**src/rtl/wsst_pkg.sv**
```systemverilog
// ----------------------------------------------------------------------------
// wsst_pkg
// Shared types and constants of the wingbeat synced strobe trigger: the
// configuration record, register indexes, reset values, the controller
// state encoding and the command/status records between control and datapath.
// ----------------------------------------------------------------------------
package wsst_pkg;

  // register indexes on the configuration port
  localparam logic [2:0] REG_TRIGGER_PERCENT  = 3'd0;
  localparam logic [2:0] REG_ACCEPT_LIMIT     = 3'd1;
  localparam logic [2:0] REG_FLYING_TIMEOUT   = 3'd2;
  localparam logic [2:0] REG_FALLBACK_PERIOD  = 3'd3;
  localparam logic [2:0] REG_LED_PULSE_WIDTH  = 3'd4;
  localparam logic [2:0] REG_PULSES_PER_FRAME = 3'd5;
  localparam logic [2:0] REG_LEFT_ENABLE      = 3'd6;
  localparam logic [2:0] REG_RIGHT_ENABLE     = 3'd7;

  localparam int CFG_INDEX_W = 3;
  localparam int CFG_DATA_W  = 24;
  localparam int TIME_W      = 32;
  localparam int PERIOD_W    = 24;
  localparam int PERCENT_W   = 7;
  localparam int COUNT_W     = 8;
  // avg (24 bit) times percent (7 bit)
  localparam int PROD_W      = PERIOD_W + PERCENT_W;
  // since_beat times 100 needs 7 extra bits
  localparam int SCALED_W    = TIME_W + PERCENT_W;

  localparam logic [PERCENT_W-1:0] PERCENT_MAX = 7'd100;

  // reset values of the registers
  localparam logic [PERCENT_W-1:0] RST_TRIGGER_PERCENT  = 7'd50;
  localparam logic [PERIOD_W-1:0]  RST_ACCEPT_LIMIT     = 24'd10000;
  localparam logic [PERIOD_W-1:0]  RST_FLYING_TIMEOUT   = 24'd100000;
  localparam logic [PERIOD_W-1:0]  RST_FALLBACK_PERIOD  = 24'd5000;
  localparam logic [PERIOD_W-1:0]  RST_LED_PULSE_WIDTH  = 24'd500;
  localparam logic [COUNT_W-1:0]   RST_PULSES_PER_FRAME = 8'd4;

  typedef struct packed {
    logic [PERCENT_W-1:0] trigger_percent;
    logic [PERIOD_W-1:0]  average_accept_limit;
    logic [PERIOD_W-1:0]  flying_timeout;
    logic [PERIOD_W-1:0]  fallback_period;
    logic [PERIOD_W-1:0]  led_pulse_width;
    logic [COUNT_W-1:0]   pulses_per_frame;
    logic                 left_camera_enable;
    logic                 right_camera_enable;
  } cfg_t;

  typedef enum logic [2:0] {
    ST_IDLE,
    ST_RING,
    ST_DIV_INIT,
    ST_DIV,
    ST_MUL,
    ST_FIN
  } state_t;

  // commands from controller to datapath
  typedef struct packed {
    logic load;      // capture the input item
    logic ring;      // beat, timeout, fallback and average ring update
    logic div_init;  // load the divider with the sum, clear the remainder
    logic div_step;  // one quotient bit
    logic mul;       // average times percent
    logic fin;       // pulse logic and result register load
  } cmd_t;

  // status from datapath to controller
  typedef struct packed {
    logic out_free;  // result register can take a new item this cycle
  } sts_t;

endpackage

```
**src/rtl/wsst_ram.sv**
```systemverilog
// ----------------------------------------------------------------------------
// wsst_ram
// Generic single-write, single-read RAM with registered read data.
// ----------------------------------------------------------------------------
module wsst_ram #(
  parameter int WIDTH = 24,
  parameter int DEPTH = 16
) (
  input  logic                                       clk,
  input  logic                                       we,
  input  logic [((DEPTH > 1) ? $clog2(DEPTH) : 1)-1:0] waddr,
  input  logic [WIDTH-1:0]                           wdata,
  input  logic [((DEPTH > 1) ? $clog2(DEPTH) : 1)-1:0] raddr,
  output logic [WIDTH-1:0]                           rdata
);

  logic [WIDTH-1:0] mem [DEPTH];
  logic [WIDTH-1:0] rdata_r;

  // write port
  always_ff @(posedge clk) begin
    if (we) begin
      mem[waddr] <= wdata;
    end
  end

  // registered read port
  always_ff @(posedge clk) begin
    rdata_r <= mem[raddr];
  end

  assign rdata = rdata_r;

endmodule

```
**src/rtl/wsst_cfg.sv**
```systemverilog
// ----------------------------------------------------------------------------
// wsst_cfg
// Configuration register file; the trigger percent saturates at 100.
// ----------------------------------------------------------------------------
module wsst_cfg (
  input  logic                              clk,
  input  logic                              rst_n,
  input  logic                              cfg_valid,
  output logic                              cfg_ready,
  input  logic [wsst_pkg::CFG_INDEX_W-1:0]  cfg_index,
  input  logic [wsst_pkg::CFG_DATA_W-1:0]   cfg_wdata,
  output wsst_pkg::cfg_t                    cfg
);

  wsst_pkg::cfg_t cfg_r;
  wsst_pkg::cfg_t cfg_nxt;
  logic [wsst_pkg::PERCENT_W-1:0] pct_in;

  assign cfg_ready = 1'b1;
  assign pct_in    = cfg_wdata[wsst_pkg::PERCENT_W-1:0];

  // register write decode
  always_comb begin
    cfg_nxt = cfg_r;
    if (cfg_valid) begin
      case (cfg_index)
        wsst_pkg::REG_TRIGGER_PERCENT: begin
          cfg_nxt.trigger_percent = (pct_in > wsst_pkg::PERCENT_MAX) ?
                                    wsst_pkg::PERCENT_MAX : pct_in;
        end
        wsst_pkg::REG_ACCEPT_LIMIT:     cfg_nxt.average_accept_limit = cfg_wdata;
        wsst_pkg::REG_FLYING_TIMEOUT:   cfg_nxt.flying_timeout = cfg_wdata;
        wsst_pkg::REG_FALLBACK_PERIOD:  cfg_nxt.fallback_period = cfg_wdata;
        wsst_pkg::REG_LED_PULSE_WIDTH:  cfg_nxt.led_pulse_width = cfg_wdata;
        wsst_pkg::REG_PULSES_PER_FRAME: begin
          cfg_nxt.pulses_per_frame = cfg_wdata[wsst_pkg::COUNT_W-1:0];
        end
        wsst_pkg::REG_LEFT_ENABLE:      cfg_nxt.left_camera_enable = cfg_wdata[0];
        wsst_pkg::REG_RIGHT_ENABLE:     cfg_nxt.right_camera_enable = cfg_wdata[0];
        default: begin
          cfg_nxt = cfg_r;
        end
      endcase
    end
  end

  always_ff @(posedge clk) begin
    if (!rst_n) begin
      cfg_r.trigger_percent      <= wsst_pkg::RST_TRIGGER_PERCENT;
      cfg_r.average_accept_limit <= wsst_pkg::RST_ACCEPT_LIMIT;
      cfg_r.flying_timeout       <= wsst_pkg::RST_FLYING_TIMEOUT;
      cfg_r.fallback_period      <= wsst_pkg::RST_FALLBACK_PERIOD;
      cfg_r.led_pulse_width      <= wsst_pkg::RST_LED_PULSE_WIDTH;
      cfg_r.pulses_per_frame     <= wsst_pkg::RST_PULSES_PER_FRAME;
      cfg_r.left_camera_enable   <= 1'b1;
      cfg_r.right_camera_enable  <= 1'b1;
    end else begin
      cfg_r <= cfg_nxt;
    end
  end

  assign cfg = cfg_r;

endmodule

```
**src/rtl/wsst_ctrl.sv**
```systemverilog
// ----------------------------------------------------------------------------
// wsst_ctrl
// Controller: sequences capture, ring update, bit-serial division,
// threshold product and result load for one item at a time.
// ----------------------------------------------------------------------------
module wsst_ctrl #(
  parameter int DIV_STEPS = 28
) (
  input  logic           clk,
  input  logic           rst_n,
  input  logic           in_valid,
  output logic           in_stall,
  input  wsst_pkg::sts_t sts,
  output wsst_pkg::cmd_t cmd
);

  localparam int CNT_W = (DIV_STEPS > 1) ? $clog2(DIV_STEPS) : 1;

  wsst_pkg::state_t state_r, state_nxt;
  logic [CNT_W-1:0] cnt_r, cnt_nxt;

  // next state
  always_comb begin
    state_nxt = state_r;
    case (state_r)
      wsst_pkg::ST_IDLE:     if (in_valid) state_nxt = wsst_pkg::ST_RING;
      wsst_pkg::ST_RING:     state_nxt = wsst_pkg::ST_DIV_INIT;
      wsst_pkg::ST_DIV_INIT: state_nxt = wsst_pkg::ST_DIV;
      wsst_pkg::ST_DIV:      if (cnt_r == '0) state_nxt = wsst_pkg::ST_MUL;
      wsst_pkg::ST_MUL:      state_nxt = wsst_pkg::ST_FIN;
      wsst_pkg::ST_FIN:      if (sts.out_free) state_nxt = wsst_pkg::ST_IDLE;
      default:               state_nxt = wsst_pkg::ST_IDLE;
    endcase
  end

  // outputs
  always_comb begin
    cmd      = '0;
    in_stall = 1'b1;
    case (state_r)
      wsst_pkg::ST_IDLE: begin
        in_stall = 1'b0;
        cmd.load = in_valid;
      end
      wsst_pkg::ST_RING:     cmd.ring = 1'b1;
      wsst_pkg::ST_DIV_INIT: cmd.div_init = 1'b1;
      wsst_pkg::ST_DIV:      cmd.div_step = 1'b1;
      wsst_pkg::ST_MUL:      cmd.mul = 1'b1;
      wsst_pkg::ST_FIN:      cmd.fin = sts.out_free;
      default:               cmd = '0;
    endcase
  end

  // divide step counter
  always_comb begin
    cnt_nxt = cnt_r;
    if (state_r == wsst_pkg::ST_DIV_INIT) begin
      cnt_nxt = CNT_W'(DIV_STEPS - 1);
    end else if (state_r == wsst_pkg::ST_DIV && cnt_r != '0) begin
      cnt_nxt = cnt_r - 1'b1;
    end
  end

  always_ff @(posedge clk) begin
    if (!rst_n) begin
      state_r <= wsst_pkg::ST_IDLE;
      cnt_r   <= '0;
    end else begin
      state_r <= state_nxt;
      cnt_r   <= cnt_nxt;
    end
  end

endmodule

```
**src/rtl/wsst_dp.sv**
```systemverilog
// ----------------------------------------------------------------------------
// wsst_dp
// Datapath: beat/flying state, period ring with running sum, restoring
// divider for the average, threshold compare, pulse and camera state and
// the result register.
// ----------------------------------------------------------------------------
module wsst_dp #(
  parameter int AVG_WINDOW = 16
) (
  input  logic                              clk,
  input  logic                              rst_n,
  input  wsst_pkg::cmd_t                    cmd,
  output wsst_pkg::sts_t                    sts,
  input  wsst_pkg::cfg_t                    cfg,
  input  logic [wsst_pkg::TIME_W-1:0]       in_now_us,
  input  logic                              in_wingbeat_seen,
  output logic                              out_valid,
  input  logic                              out_stall,
  output logic                              out_led_level,
  output logic                              out_left_trigger_level,
  output logic                              out_right_trigger_level,
  output logic                              out_left_trigger_driven,
  output logic                              out_right_trigger_driven,
  output logic                              out_flying
);

  localparam int POS_W  = (AVG_WINDOW > 1) ? $clog2(AVG_WINDOW) : 1;
  localparam int FILL_W = $clog2(AVG_WINDOW + 1);
  localparam int SUM_W  = wsst_pkg::PERIOD_W + $clog2(AVG_WINDOW);
  localparam int TW     = wsst_pkg::TIME_W;
  localparam int PW     = wsst_pkg::PERIOD_W;

  // captured item
  logic [TW-1:0] now_r, now_nxt;
  logic          beat_r, beat_nxt;

  // block state
  logic [TW-1:0]                   last_beat_r, last_beat_nxt;
  logic [TW-1:0]                   last_pulse_r, last_pulse_nxt;
  logic                            pulse_done_r, pulse_done_nxt;
  logic                            flying_r, flying_nxt;
  logic [wsst_pkg::COUNT_W-1:0]    fcount_r, fcount_nxt;
  logic [POS_W-1:0]                pos_r, pos_nxt;
  logic [FILL_W-1:0]               fill_r, fill_nxt;
  logic [SUM_W-1:0]                sum_r, sum_nxt;
  logic                            led_r, led_nxt;
  logic                            cam_r, cam_nxt;

  // divider and product
  logic [SUM_W-1:0]                quo_r, quo_nxt;
  logic [FILL_W-1:0]               rem_r, rem_nxt;
  logic [wsst_pkg::PROD_W-1:0]     prod_r, prod_nxt;

  // result register
  logic       out_valid_r, out_valid_nxt;
  logic [5:0] res_r, res_nxt;

  // helpers
  logic [TW-1:0]                   gap;
  logic                            add_period;
  logic                            ring_full;
  logic [PW-1:0]                   ram_rdata;
  logic                            ram_we;
  logic [FILL_W:0]                 rem_shift;
  logic [FILL_W:0]                 rem_diff;
  logic                            rem_ge;
  logic [PW-1:0]                   avg;
  logic [TW-1:0]                   since_beat;
  logic [TW-1:0]                   since_pulse;
  logic [wsst_pkg::SCALED_W-1:0]   since_ext;
  logic [wsst_pkg::SCALED_W-1:0]   since_x100;
  logic                            fire;

  assign gap        = now_r - last_beat_r;
  assign add_period = beat_r && (gap < {{(TW - PW){1'b0}}, cfg.average_accept_limit});
  assign ring_full  = (fill_r == FILL_W'(AVG_WINDOW));
  assign ram_we     = cmd.ring && add_period;

  // period ring, read port sits on the oldest entry
  wsst_ram #(
    .WIDTH (PW),
    .DEPTH (AVG_WINDOW)
  ) u_ring (
    .clk   (clk),
    .we    (ram_we),
    .waddr (pos_r),
    .wdata (gap[PW-1:0]),
    .raddr (pos_r),
    .rdata (ram_rdata)
  );

  // restoring divider bit
  assign rem_shift = {rem_r, quo_r[SUM_W-1]};
  assign rem_ge    = (rem_shift >= {1'b0, fill_r});
  assign rem_diff  = rem_shift - {1'b0, fill_r};

  // empty ring averages to zero; the quotient never exceeds a period
  assign avg = (fill_r == '0) ? '0 : quo_r[PW-1:0];

  // since_beat > floor(prod / 100)  <=>  prod < 100 * since_beat
  assign since_beat  = now_r - last_beat_r;
  assign since_pulse = now_r - last_pulse_r;
  assign since_ext   = {{wsst_pkg::PERCENT_W{1'b0}}, since_beat};
  assign since_x100  = (since_ext << 6) + (since_ext << 5) + (since_ext << 2);
  assign fire        = ({{(wsst_pkg::SCALED_W - wsst_pkg::PROD_W){1'b0}}, prod_r}
                        < since_x100);

  assign sts.out_free = !out_valid_r || !out_stall;

  // next values of the datapath
  always_comb begin
    now_nxt        = now_r;
    beat_nxt       = beat_r;
    last_beat_nxt  = last_beat_r;
    last_pulse_nxt = last_pulse_r;
    pulse_done_nxt = pulse_done_r;
    flying_nxt     = flying_r;
    fcount_nxt     = fcount_r;
    pos_nxt        = pos_r;
    fill_nxt       = fill_r;
    sum_nxt        = sum_r;
    led_nxt        = led_r;
    cam_nxt        = cam_r;
    quo_nxt        = quo_r;
    rem_nxt        = rem_r;
    prod_nxt       = prod_r;
    res_nxt        = res_r;
    out_valid_nxt  = out_valid_r;

    // capture
    if (cmd.load) begin
      now_nxt  = in_now_us;
      beat_nxt = in_wingbeat_seen;
    end

    // beat, average ring, timeout and fallback
    if (cmd.ring) begin
      if (beat_r) begin
        last_beat_nxt  = now_r;
        pulse_done_nxt = 1'b0;
        if (!flying_r) begin
          led_nxt = 1'b0;
          cam_nxt = 1'b0;
        end
        flying_nxt = 1'b1;
      end
      if (add_period) begin
        if (ring_full) begin
          sum_nxt = sum_r - SUM_W'(ram_rdata) + SUM_W'(gap[PW-1:0]);
        end else begin
          sum_nxt  = sum_r + SUM_W'(gap[PW-1:0]);
          fill_nxt = fill_r + 1'b1;
        end
        pos_nxt = (pos_r == POS_W'(AVG_WINDOW - 1)) ? '0 : pos_r + 1'b1;
      end
      if (gap > {{(TW - PW){1'b0}}, cfg.flying_timeout}) begin
        flying_nxt = 1'b0;
        fcount_nxt = '0;
      end
      if (!flying_nxt && (gap >= {{(TW - PW){1'b0}}, cfg.fallback_period})) begin
        last_beat_nxt  = now_r;
        pulse_done_nxt = 1'b0;
      end
    end

    // divider
    if (cmd.div_init) begin
      quo_nxt = sum_r;
      rem_nxt = '0;
    end
    if (cmd.div_step) begin
      quo_nxt = {quo_r[SUM_W-2:0], rem_ge};
      rem_nxt = rem_ge ? rem_diff[FILL_W-1:0] : rem_shift[FILL_W-1:0];
    end

    // threshold product
    if (cmd.mul) begin
      prod_nxt = {{wsst_pkg::PERCENT_W{1'b0}}, avg} *
                 {{PW{1'b0}}, cfg.trigger_percent};
    end

    // result register drains when taken
    if (out_valid_r && !out_stall) begin
      out_valid_nxt = 1'b0;
    end

    // pulse logic and result load
    if (cmd.fin) begin
      if (!pulse_done_r) begin
        if (fire) begin
          led_nxt = 1'b1;
          if (fcount_r == '0) begin
            cam_nxt = 1'b1;
          end
          pulse_done_nxt = 1'b1;
          fcount_nxt     = fcount_r + 1'b1;
          last_pulse_nxt = now_r;
        end
      end else if (since_pulse > {{(TW - PW){1'b0}}, cfg.led_pulse_width}) begin
        led_nxt = 1'b0;
        if (fcount_r >= cfg.pulses_per_frame) begin
          cam_nxt    = 1'b0;
          fcount_nxt = '0;
        end
      end
      res_nxt = {led_nxt,
                 cfg.left_camera_enable && cam_nxt,
                 cfg.right_camera_enable && cam_nxt,
                 cfg.left_camera_enable,
                 cfg.right_camera_enable,
                 flying_r};
      out_valid_nxt = 1'b1;
    end
  end

  // control and block state
  always_ff @(posedge clk) begin
    if (!rst_n) begin
      last_beat_r  <= '0;
      last_pulse_r <= '0;
      pulse_done_r <= 1'b0;
      flying_r     <= 1'b0;
      fcount_r     <= '0;
      pos_r        <= '0;
      fill_r       <= '0;
      sum_r        <= '0;
      led_r        <= 1'b0;
      cam_r        <= 1'b0;
      out_valid_r  <= 1'b0;
    end else begin
      last_beat_r  <= last_beat_nxt;
      last_pulse_r <= last_pulse_nxt;
      pulse_done_r <= pulse_done_nxt;
      flying_r     <= flying_nxt;
      fcount_r     <= fcount_nxt;
      pos_r        <= pos_nxt;
      fill_r       <= fill_nxt;
      sum_r        <= sum_nxt;
      led_r        <= led_nxt;
      cam_r        <= cam_nxt;
      out_valid_r  <= out_valid_nxt;
    end
  end

  // payload registers
  always_ff @(posedge clk) begin
    now_r  <= now_nxt;
    beat_r <= beat_nxt;
    quo_r  <= quo_nxt;
    rem_r  <= rem_nxt;
    prod_r <= prod_nxt;
    res_r  <= res_nxt;
  end

  assign out_valid                = out_valid_r;
  assign out_led_level            = res_r[5];
  assign out_left_trigger_level   = res_r[4];
  assign out_right_trigger_level  = res_r[3];
  assign out_left_trigger_driven  = res_r[2];
  assign out_right_trigger_driven = res_r[1];
  assign out_flying               = res_r[0];

endmodule

```
**src/rtl/wingbeat_synced_strobe_trigger.sv**
```systemverilog
// ----------------------------------------------------------------------------
// wingbeat_synced_strobe_trigger
// Strobe LED and camera trigger timed to a moving average of wingbeat periods.
// ----------------------------------------------------------------------------
// Usage:
//  - input channel: one item per polling sample (in_now_us, in_wingbeat_seen),
//    taken when in_valid is high and in_stall low
//  - result channel: one item per input item (LED level, camera trigger levels
//    and drive enables, flying flag), taken when out_valid high, out_stall low
//  - cfg channel: register index and data, always ready; write only while idle
//  - each item passes through capture, ring update, divider load, the bit-serial
//    average divide (SUM_W = 24 + clog2(AVG_WINDOW) bits), threshold product and
//    result load; in_stall stays high from the ring update until the result load
//  - the next item is taken while a result still waits in the output
//    register; a stalled result only holds the block at the result load
//  - reset (rst_n low, synchronous) clears timing state, the average and the
//    output register and loads register defaults; the period ring itself is
//    not cleared, the fill count guards it
// ----------------------------------------------------------------------------
module wingbeat_synced_strobe_trigger #(
  parameter int AVG_WINDOW = 16
) (
  input  logic                              clk,
  input  logic                              rst_n,
  input  logic                              in_valid,
  output logic                              in_stall,
  input  logic [wsst_pkg::TIME_W-1:0]       in_now_us,
  input  logic                              in_wingbeat_seen,
  output logic                              out_valid,
  input  logic                              out_stall,
  output logic                              out_led_level,
  output logic                              out_left_trigger_level,
  output logic                              out_right_trigger_level,
  output logic                              out_left_trigger_driven,
  output logic                              out_right_trigger_driven,
  output logic                              out_flying,
  input  logic                              cfg_valid,
  output logic                              cfg_ready,
  input  logic [wsst_pkg::CFG_INDEX_W-1:0]  cfg_index,
  input  logic [wsst_pkg::CFG_DATA_W-1:0]   cfg_wdata
);

  localparam int SUM_W = wsst_pkg::PERIOD_W + $clog2(AVG_WINDOW);

  wsst_pkg::cfg_t cfg;
  wsst_pkg::cmd_t cmd;
  wsst_pkg::sts_t sts;

  // configuration registers
  wsst_cfg u_cfg (
    .clk       (clk),
    .rst_n     (rst_n),
    .cfg_valid (cfg_valid),
    .cfg_ready (cfg_ready),
    .cfg_index (cfg_index),
    .cfg_wdata (cfg_wdata),
    .cfg       (cfg)
  );

  // sequencer
  wsst_ctrl #(
    .DIV_STEPS (SUM_W)
  ) u_ctrl (
    .clk      (clk),
    .rst_n    (rst_n),
    .in_valid (in_valid),
    .in_stall (in_stall),
    .sts      (sts),
    .cmd      (cmd)
  );

  // datapath
  wsst_dp #(
    .AVG_WINDOW (AVG_WINDOW)
  ) u_dp (
    .clk                      (clk),
    .rst_n                    (rst_n),
    .cmd                      (cmd),
    .sts                      (sts),
    .cfg                      (cfg),
    .in_now_us                (in_now_us),
    .in_wingbeat_seen         (in_wingbeat_seen),
    .out_valid                (out_valid),
    .out_stall                (out_stall),
    .out_led_level            (out_led_level),
    .out_left_trigger_level   (out_left_trigger_level),
    .out_right_trigger_level  (out_right_trigger_level),
    .out_left_trigger_driven  (out_left_trigger_driven),
    .out_right_trigger_driven (out_right_trigger_driven),
    .out_flying               (out_flying)
  );

endmodule

```
**config.mk**
```make
export PLATFORM = sky130hd
export DESIGN_NAME = wingbeat_synced_strobe_trigger
export DESIGN_NICKNAME = d
export VERILOG_FILES = /design/src/rtl/wsst_pkg.sv /design/src/rtl/wsst_ram.sv /design/src/rtl/wsst_cfg.sv /design/src/rtl/wsst_ctrl.sv /design/src/rtl/wsst_dp.sv /design/src/rtl/wingbeat_synced_strobe_trigger.sv
export SDC_FILE = /design/constraint.sdc
export NUM_CORES = 2
export LEC_CHECK = 0
export BUFFER_PORTS_ARGS = -buffer_cell sky130_fd_sc_hd__buf_2
export CAP_MARGIN = 20
export CORE_MARGIN = 2
export CORE_UTILIZATION = 60
export DETAILED_ROUTE_END_ITERATION = 7
export GPL_ROUTABILITY_DRIVEN = 0
export PLACE_DENSITY_LB_ADDON = 0.12
export SLEW_MARGIN = 20
export SYNTH_ARGS = -nofsm -noshare
export SYNTH_HDL_FRONTEND = slang
export SYNTH_HIERARCHICAL = 1
export SYNTH_SLANG_ARGS = --single-unit
```
**constraint.sdc**
```tcl
create_clock -name clk -period 9 [get_ports clk]
set_input_delay 0.45 -clock clk [delete_from_list [all_inputs] [get_ports clk]]
set_output_delay 0.45 -clock clk [all_outputs]
set_load 0.1 [all_outputs]
```
==> metrics.txt <==
Vias=31750; fillcell total=5798; total negative slack=0 ns; Synth Area in XOR/XNOR=3.433%; maxcap violations=0; share of the synthesized area in the top cell type=32.36%; share of cells above drive strength 1=10.85%; Area Growth Syn to Fin=10.19%; ant diodes=0; multiplexer share of the synthesized area=6.088%; main combinational cell family by area after synthesis=adder cells; yosys warns=6; fin crit share=92.35%; RSZ-0062 raised after global routing=true; Slew Viols, Final=0; Int Pwr=10.57 mW; clock share of power=18.3%; Slowest-stage cell, CP=fa_1; simple-gate share of the synthesized area=12.21%; die height=277.9 µm; Core Rows=100; # IOs=74; Worst path max stage delay=0.52 ns; worst vdd ir=0.4110 mV; Sw Ratio=43.13%; Worst Tran Pin Value=1.075 ns; synthesized area per cell=10.83 µm²; setup violators final=0; WL final=111.9 mm; fin util=66.74%; fmax=0.1203 GHz; sequential area share after synthesis=43.87%; I/O Buffers=72; Worst Path Max Fanout=44; Die Wd=277.9 µm; Pwr per Cell Area=374.7 nW/µm²; Sink Count=744; Global Route Usage Sum=29.37%; largest net degree at the start of global routing=122; Slew HR=28.36%; Final Hold Viols=0; critical path startpoint category=register; Pwr Total=18.58 mW; hpwl dp=78.21 mm; met3 GRT Util=3.630%; antenna violations before repair=0; core area=74320 µm²; Compound-Gate Fraction of Synth Area=12.47%; CTS tree=yes; cell taking the most area after synthesis=edfxtp_1; clock root buffer=clkbuf_16; H-Tree Depth=3; number of enable flip-flop cells after synthesis=485; drt first pass iters=7; part of the power in registers=23.8%; Syn Inst Count=4155; cts bufs inserted=80; worst path required time=9.54 ns; met1 Use GR=41.08%; Crit Path Class=register to register; CP arrival=8.85 ns; ys flop type=edfxtp_1; minimum hold slack=0.03998 ns; status=complete, no violations; Worst Setup End Kind=register; Post-synth ARST share=0%; Post-Syn Area=45010 µm²; postcts setup bufs=0; Layout Nets=4790; combinational power share=57.9%; count of different cell masters after synthesis=111; first-pass GRT wire length=175.9 mm; Avg Vias per Cell=6.022; Max clock buf depth=3; DR DRC count=0; vias in the first global route=30800; total congestion overflow=0; Min-Delay Path Class=input pin to register; gr busiest metal=met2; clk_lat worst skew=0.65 ns; wire length per cell=21.22 µm; starting density of the core=60.56%; Die ar.=77230 µm²; initial DRC count=2725; routing usage on met2=47.28%; Final min period=8.312 ns; clock slew at reported path FFs=0.06 ns; Synth Area in Adders=16.51%; switching power total=8.015 mW; antenna-violating nets left=0; Post-Syn Nets=4707; Leak Pwr=19.58 nW; clk_skew=0.04660 ns; Area contributors post-synth=edfxtp_1, dfxtp_1, ha_1; Seq cells post-synth=744
## synthesized netlist by cell type, types with 30 or more instances
master and number:
edfxtp_1 485, o21bai_1 35, nand2b_1 37, mux4_2 96, nor2b_1 89, a21oi_1 163
a21boi_0 59, ha_1 333, o21a_1 36, nand3_1 112, buf_2 30, mux2i_1 45
a22oi_1 52, nor2_1 121, o21ai_0 151, xor2_1 52, fa_1 154, a21boi_1 35
a21o_1 93, xnor2_1 115, nand2_1 556, dfxtp_1 259, inv_1 420, nor3_1 57
clkbuf_1 97, and2_1 55
## state kept, by name, summed over array words and instances (netlist names), 24 cells and up
name,cells
u_dp/quo_r,28
u_dp/last_beat_r,32
u_dp/u_ring/mem,384
u_dp/prod_r,29
u_dp/sum_r,28
u_dp/now_r,32
u_dp/u_ring/rdata,24
u_dp/last_pulse_r,32
u_cfg/cfg,113
## critical path, delay by kind of cell, from the launching register on
| kind | cells | cell delay, ns |
|---|---|---|
| xor gates and xnor gates | 2 | 0.24 |
| DFF | 1 | 0.51 |
| adders and majority gates | 4 | 1.50 |
| buffers and inverters | 3 | 0.36 |
| AOI/OAI and AO/OA | 12 | 2.95 |
| and+or+nand+nor | 13 | 2.58 |
## worst paths after layout
kind | startpoint | endpoint | slack (ns) | depth (start not counted)
hold / removal | in_now_us[7] | u_dp/now_r[7] | 0.04 | 1
hold reg to reg | u_dp/last_beat_r[14] | u_dp/last_beat_r[14] | 0.45 | 2
setup reg to reg | u_dp/now_r[1] | u_dp/last_pulse_r[1] | 0.69 | 34
setup / recovery | u_dp/now_r[1] | u_dp/last_pulse_r[1] | 0.69 | 34
## power by group through the flow
stage / clock (mW) / combinational (mW) / sequential, mW
floorplan: 0 / 7.83 / 4.41
global placement: 0 / 10.4 / 4.49
detailed placement: 0 / 10.5 / 4.49
CTS: 3.46 / 10.6 / 4.42
global route: 3.57 / 12.0 / 4.45
finish: 3.40 / 10.8 / 4.42
## what timing repair did
action / 4_1_cts / 5_1_grt
setup endpoints to repair: 0 / 44
endpoints found under the hold margin: 30 / 0
hold buffers: 30 / 0
resized for setup: 0 / 7
## per-layer routing
| metal | share of wire [%] | vias to the layer above | wire length, µm |
|---|---|---|---|
| met5 | 0 | - | 0 |
| met4 | 4.0 | 0 | 4521 |
| met3 | 6.5 | 213 | 7216 |
| met2 | 47 | 1089 | 52100 |
| met1 | 43 | 15580 | 48030 |
| li1 | - | 14870 | - |
## layout by cell type, fill, tap and decap left out, drive strengths merged, types with 89 or more instances in the layout
cell | netlist | routed
nor2b | 89 | 89
nand2 | 556 | 556
buf | 73 | 141
edfxtp | 485 | 485
dfxtp | 259 | 259
a21o | 93 | 93
mux4 | 96 | 96
a21oi | 165 | 165
ha | 333 | 333
clkbuf | 97 | 111
nor2 | 122 | 122
a21boi | 94 | 94
fa | 154 | 154
xnor2 | 117 | 117
inv | 423 | 429
o21ai | 177 | 177
nand3 | 112 | 112
## layout make-up
class | instances | area, µm² | share of cell area [%]
clock buffer | 111 | 2278 | 4.594
sequential | 744 | 19760 | 39.83
timing repair buffer | 171 | 1221 | 2.462
inverter | 424 | 1592 | 3.209
multi-input combinational | 2817 | 23070 | 46.51
clock inverter | 36 | 469.2 | 0.9460
tap | 969 | 1212 | 2.444
## stage by stage
stage / cell area, µm² / instances / setup slack (ns)
after detailed placement: 46470 / 5092 / 0.3488
after global routing: 49600 / 5272 / -0.02926
after global placement: 46460 / 5092 / 0.5671
after floorplan: 45010 / 4155 / 0.7958
final: 49600 / 5272 / 0.6881
after CTS: 49520 / 5269 / 0.2711
## logic make-up (layout without fill, tap and decap cells)
| kind of cell | after synthesis | in the layout |
|---|---|---|
| compound gates | 830 | 830 |
| xor+xnor | 171 | 171 |
| fa+ha+maj | 505 | 505 |
| buf+inv | 594 | 742 |
| flops | 744 | 744 |
| mux | 152 | 152 |
| other cells | 1 | 1 |
| simple gates | 1158 | 1158 |
(Power assumes the default switching activity.)
